`config.mk`:
```
export PLATFORM = sky130hd
export DESIGN_NAME = tah_chain
export DESIGN_NICKNAME = d
export VERILOG_FILES = /design/src/design/tah_pkg.sv /design/src/design/tah_cordic.sv /design/src/design/tah_chain.sv
export SDC_FILE = /design/constraint.sdc
export NUM_CORES = 2
export LEC_CHECK = 0
export BUFFER_PORTS_ARGS = -buffer_cell sky130_fd_sc_hd__buf_2
export CORE_MARGIN = 2
export CORE_UTILIZATION = 40
export CTS_CLUSTER_DIAMETER = 40
export DETAILED_ROUTE_END_ITERATION = 8
export PLACE_DENSITY = 0.64
export SETUP_SLACK_MARGIN = 0.05
export SYNTH_ARGS = -nofsm -noshare
export SYNTH_HDL_FRONTEND = slang
export SYNTH_HIERARCHICAL = 1
export SYNTH_SLANG_ARGS = --single-unit
```
`constraint.sdc`:
```
create_clock -name clk -period 6.38 [get_ports clk]
set_input_delay 0.319 -clock clk [delete_from_list [all_inputs] [get_ports clk]]
set_output_delay 0.319 -clock clk [all_outputs]
set_load 0.02 [all_outputs]
```
`src/design/tah_pkg.sv`:
```
`timescale 1ns / 1ps
// ----------------------------------------------------------------------------
// tah_pkg
// shared widths, angle table and helpers for the tilt and heading pipeline
// ----------------------------------------------------------------------------
package tah_pkg;

  // operand width: 16-bit sample << 12, plus cordic growth and sign
  localparam int DW = 32;
  // angle accumulator width in 1/16384 degree units
  localparam int ZW = 24;
  localparam int MAX_STEPS = 24;
  localparam int SCALE_SH = 12;

  localparam logic [31:0] INV_GAIN = 32'd1304065748;
  localparam logic [31:0] GAIN_CORR = 32'd869377165;

  localparam logic signed [ZW-1:0] QUARTER = 24'sd1474560;
  localparam logic signed [15:0] PITCH_LIM = 16'sd5760;
  localparam logic signed [15:0] HALF_TURN = 16'sd11520;
  localparam logic signed [15:0] FULL_TURN = 16'sd23040;

  typedef logic signed [DW-1:0] opnd_t;
  typedef logic signed [ZW-1:0] ang_t;

  typedef struct packed {
    opnd_t x;
    opnd_t y;
    ang_t  z;
    logic  zero;
  } cvec_t;

  // atan(2^-i) in 1/16384 degree
  function automatic ang_t atan_lut(input logic [4:0] i);
    case (i)
      5'd0:  atan_lut = 24'sd737280;
      5'd1:  atan_lut = 24'sd435242;
      5'd2:  atan_lut = 24'sd229970;
      5'd3:  atan_lut = 24'sd116736;
      5'd4:  atan_lut = 24'sd58595;
      5'd5:  atan_lut = 24'sd29326;
      5'd6:  atan_lut = 24'sd14667;
      5'd7:  atan_lut = 24'sd7334;
      5'd8:  atan_lut = 24'sd3667;
      5'd9:  atan_lut = 24'sd1833;
      5'd10: atan_lut = 24'sd917;
      5'd11: atan_lut = 24'sd458;
      5'd12: atan_lut = 24'sd229;
      5'd13: atan_lut = 24'sd115;
      5'd14: atan_lut = 24'sd57;
      5'd15: atan_lut = 24'sd29;
      5'd16: atan_lut = 24'sd14;
      5'd17: atan_lut = 24'sd7;
      5'd18: atan_lut = 24'sd4;
      5'd19: atan_lut = 24'sd2;
      5'd20: atan_lut = 24'sd1;
      default: atan_lut = '0;
    endcase
  endfunction

  // quadrant pre-rotation into the right half plane
  function automatic cvec_t pre_rot(input opnd_t x, input opnd_t y);
    cvec_t v;
    v.zero = (x == '0) && (y == '0);
    if (x < 0) begin
      if (y >= 0) begin
        v.x = y;
        v.y = -x;
        v.z = QUARTER;
      end else begin
        v.x = -y;
        v.y = x;
        v.z = -QUARTER;
      end
    end else begin
      v.x = x;
      v.y = y;
      v.z = '0;
    end
    return v;
  endfunction

  // final angle in 1/64 degree, zero vector gives 0
  function automatic logic signed [15:0] ang_out(input cvec_t v);
    ang_t r;
    r = (v.z + ang_t'(128)) >>> 8;
    if (v.zero) begin
      return '0;
    end
    return 16'(r);
  endfunction

endpackage

```
`src/design/tah_cordic.sv`:
```
`timescale 1ns / 1ps
// ----------------------------------------------------------------------------
// tah_cordic
// one registered vectoring micro-rotation with side-band pass-through
// ----------------------------------------------------------------------------
module tah_cordic #(
  parameter int STEP = 0,
  parameter int SBW = 1
) (
  input  logic             clk,
  input  logic             en,
  input  tah_pkg::cvec_t   v_in,
  input  logic [SBW-1:0]   sb_in,
  output tah_pkg::cvec_t   v_out,
  output logic [SBW-1:0]   sb_out
);
  import tah_pkg::*;

  cvec_t v_nxt, v_r;
  logic [SBW-1:0] sb_r;

  // rotate toward the x axis
  always_comb begin
    v_nxt = v_in;
    if (v_in.y >= 0) begin
      v_nxt.x = v_in.x + (v_in.y >>> STEP);
      v_nxt.y = v_in.y - (v_in.x >>> STEP);
      v_nxt.z = v_in.z + atan_lut(5'(STEP));
    end else begin
      v_nxt.x = v_in.x - (v_in.y >>> STEP);
      v_nxt.y = v_in.y + (v_in.x >>> STEP);
      v_nxt.z = v_in.z - atan_lut(5'(STEP));
    end
  end

  always_ff @(posedge clk) begin
    if (en) begin
      v_r  <= v_nxt;
      sb_r <= sb_in;
    end
  end

  assign v_out  = v_r;
  assign sb_out = sb_r;
endmodule

```
`src/design/tah_chain.sv`:
```
`timescale 1ns / 1ps
// ----------------------------------------------------------------------------
// tah_chain
// unrolled cordic pipeline, one stage per micro-rotation
// ----------------------------------------------------------------------------
module tah_chain #(
  parameter int STEPS = 16,
  parameter int SBW = 1
) (
  input  logic           clk,
  input  logic           en,
  input  tah_pkg::cvec_t v_in,
  input  logic [SBW-1:0] sb_in,
  output tah_pkg::cvec_t v_out,
  output logic [SBW-1:0] sb_out
);
  import tah_pkg::*;

  cvec_t          v_w  [STEPS+1];
  logic [SBW-1:0] sb_w [STEPS+1];

  assign v_w[0]  = v_in;
  assign sb_w[0] = sb_in;

  for (genvar i = 0; i < STEPS; i++) begin : g_st
    tah_cordic #(.STEP(i), .SBW(SBW)) u_st (
      .clk(clk), .en(en), .v_in(v_w[i]), .sb_in(sb_w[i]),
      .v_out(v_w[i+1]), .sb_out(sb_w[i+1])
    );
  end

  assign v_out  = v_w[STEPS];
  assign sb_out = sb_w[STEPS];
endmodule

```
==> results.yml <==
cts:
  numClockSinks: 1439
  clk_pin_slew_worst_paths_ps: 50
  cts_buffer_depth: 4
  clk_latency_ps: 930
  numCtsBuffers: 236
  cts_resized: 0
  htreeDepth: 4
  clockRootBuffer: "clkbuf_16"
  cts_tree: "done"
route:
  drt_iter0_drc: 8248
  route.detailed.drc: 0
  wl_per_cell_um: 19.1
  via_count: 105000
  drt_wl_total_mm: 353
  viasPerCell: 5.67
  dr.pass1.iters: 6
  ant_nets: 0
worst_hold_path:
  min_path_type: "primary input to register"
  hold_depth: 3
setup_path:
  r2r-end: "g_st[3].u_st/v_out[55]"
  worst_setup_path_end_kind: "register"
  cp.required_ps: 6990
  cp-start-kind: "register"
  r2r-start: "g_st[2].u_st/v_out[65]"
  crit_chain: "or4_4, or3_4, or3_2, or4_4, o31ai_1, xor2_1, ha_1, a2111oi_0, nand2b_1, o221ai_1, nand3_1, a31oi_1, o21ai_0, a21oi_1, xnor2_1"
  cpMostUsedCell: "or4_4"
  cp_num_cells: 15
  critPathCapture: "g_st[3].u_st/v_out[55]"
  crit_path_max_fanout: 7
  reg2reg_slack_ps: 990
  slowest_stage: "a2111oi_0"
  cp.arrival_ps: 6000
  crit_start: "g_st[2].u_st/v_out[65]"
  critPathMaxStageDelay_ps: 720
  crit_type: "register to register"
  r2r_cells: 15
  cp_num_buf_inv: 0
  crit_family: "simple AND/OR/NAND/NOR gates"
synthesis:
  synthAdderAreaFrac_pct: 13.5
  syn_inst: 13800
  synthXorXnorAreaFrac_pct: 12.5
  async_flop_share_pct: 0
  synth-compound-area-share_pct: 22.6
  synthSimpleGateAreaFrac_pct: 14.2
  synthDistinctLibCells: 134
  syn_area_mm2: 0.129
  synth_top_family_by_area: "compound AO/OA/AOI/OAI gates"
  synth.avg_cell_area_um2: 9.34
  synthFlopType: "edfxtp_1"
  ys_seq_area_share_pct: 33.6
  ys.warnings.count: 6
  synth_edf_count: 1439
  synthMuxAreaShare_pct: 0.390
  synth-seq-cells: 1439
global_route:
  grt_pass1_wl_mm: 548
  grt_util_all_layers_pct: 20.8
  grt_max_degree: 174
  grt_pass1_vias: 97300
  grt-ovfl-total: 0
  antenna_found_initial: 11
cells_and_area:
  final_nets: 15400
  multi_input_area_mm2: 0.0818
  drive_gt1_share_pct: 6.50
  final_common_cell: "edfxtp_1"
  layoutNonFillerInstCount: 18500
  seqCellArea_mm2: 0.0432
  fill_cells: 30800
  final_cell_mix: "edfxtp_1 (1439), ha_1 (1317), a21oi_1 (1199)"
  area_growth_pct: 11.0
place:
  io_buffer_count: 181
  dp_hpwl_mm: 283
  place.gp.congestion: 0.962
  place_inst: 18000
sta:
  min_period_ps: 5390
  finalMaxSlewViolations: 0
  worst_slew_pin_slew_ps: 1210
  rsz0062_at_grt: "no"
  max_freq_ghz: 0.186
  tns_ps: 0
  hold_viol: 0
  fin_crit_sh_pct: 84.4
  setup_viol: 0
  finalClockSkew_ps: 99.2
  max_slew_margin_pct: 19.4
floorplanning:
  die_h_um: 571
  start_util_pct: 40.1
  die_w_um: 571
  io_pins: 182
  rows: 208
  core_area_mm2: 0.320
  die-area_mm2: 0.326
run:
  cap_viol_max_count: 0
status:
  status: "finished, final reports clean"
## cells in the mapped netlist, types with 30 or more instances
| cell type | number | area share [%] |
|---|---|---|
| mux2i_1 | 49 | 0.38 |
| a211o_1 | 43 | 0.29 |
| a31o_2 | 37 | 0.25 |
| inv_1 | 596 | 1.7 |
| and4_1 | 30 | 0.20 |
| o2111ai_1 | 38 | 0.26 |
| clkbuf_1 | 335 | 0.98 |
| nand2_1 | 964 | 2.8 |
| o21bai_1 | 145 | 0.85 |
| o21ai_0 | 882 | 3.4 |
| fa_1 | 43 | 0.67 |
| ha_1 | 1317 | 13 |
| a211oi_1 | 154 | 0.90 |
| o21ai_1 | 40 | 0.16 |
| buf_1 | 46 | 0.13 |
| a221oi_1 | 35 | 0.24 |
| a31oi_1 | 158 | 0.77 |
| nor3_1 | 243 | 0.95 |
| edfxtp_1 | 1439 | 34 |
| a41oi_1 | 33 | 0.22 |
| a311oi_1 | 31 | 0.21 |
| or2_2 | 44 | 0.21 |
| and2_1 | 60 | 0.29 |
| o21a_1 | 180 | 1.1 |
| o31ai_1 | 246 | 1.4 |
| or3_1 | 121 | 0.59 |
| o31a_1 | 35 | 0.24 |
| nand2b_1 | 200 | 0.97 |
| nand4_1 | 160 | 0.78 |
| or4_1 | 71 | 0.41 |
| nor2b_1 | 169 | 0.82 |
| nand3b_1 | 31 | 0.18 |
| nand3_1 | 277 | 1.1 |
| nor2_1 | 922 | 2.7 |
| xor2_1 | 686 | 4.7 |
| xnor2_1 | 1156 | 7.9 |
| o41ai_1 | 88 | 0.60 |
| a2111oi_0 | 30 | 0.20 |
| o211ai_1 | 116 | 0.68 |
| a21oi_1 | 1199 | 4.7 |
| a21boi_0 | 40 | 0.23 |
| nor4_1 | 84 | 0.41 |
| a21o_1 | 507 | 3.0 |
| and3_1 | 121 | 0.59 |
## cell type report
type	instances	area share (%)
Sequential cell	1439	30.3
Multi-Input combinational cell	11400	57.3
Clock inverter	175	1.51
Inverter	602	1.58
Tap cell	4305	3.77
Antenna cell	7	0.0123
Timing Repair Buffer	268	1.24
Clock buffer	258	4.26
## worst min-delay path by stage
stage               slack (ps)                      to             startpoint
detailed placement         400   g_st[1].u_st/v_out[1]  g_st[0].u_st/v_out[1]
finish                      90  g_st[0].u_st/v_out[58]               v_in[56]
CTS                         30  g_st[0].u_st/v_out[58]               v_in[56]
floorplan                  400    g_st[10].u_st/sb_out    g_st[9].u_st/sb_out
global route               110  g_st[0].u_st/v_out[58]               v_in[56]
global placement           400    g_st[11].u_st/sb_out   g_st[10].u_st/sb_out
## metal layers
layer / track usage [%] / part of all wire [%]
met1: 26.4 / 43
met2: 35.8 / 48
met3: 2.27 / 4.5
met4: 9.06 / 4.6
met5: 0 / 0.0037
## flip-flops by register name (all words and copies together), names as in the netlist
| signal | cells |
|---|---|
| g_st.u_st/sb_out | 16 |
| g_st.u_st/v_out | 1423 |
## per-stage QoR
stage          cell area [um^2]  hold WS [ps]  utilization [%]  setup slack (ps)
6_report                 143000          92.4             44.5               992
5_1_grt                  143000           108             44.5               822
4_1_cts                  143000          31.7             44.5              1020
3_5_place_dp             134000           405             41.9              1050
3_3_place_gp             134000           400             41.9              1050
2_1_floorplan            129000           400                -              1760
## logic make-up (layout without fill, tap and decap cells)
logic type / count (synthesis) / after routing
buf+inv: 1008 / 1303
fa+ha+maj: 1366 / 1366
flops: 1439 / 1439
xor+xnor: 1842 / 1842
simple gates: 3660 / 3660
mux: 50 / 50
compound gates: 4394 / 4394
other cells: 14 / 112
## worst reg2reg max path, delay by kind of cell, from the launching register on
| family | cells | cell delay (ps) |
|---|---|---|
| AOI/OAI and AO/OA | 6 | 1850 |
| and+or+nand+nor | 6 | 2200 |
| xor gates and xnor gates | 2 | 270 |
| DFF | 1 | 450 |
| adders and majority gates | 1 | 350 |
## what timing repair did
item | in CTS | in global routing
buffers inserted | 0 | 0
endpoints found under the hold margin | 75 | 0
hold buffers | 34 | 0
Power is left out: the tool's default activity adds up to more than one toggle a clock period on the data nets, which glitch-free logic cannot reach.
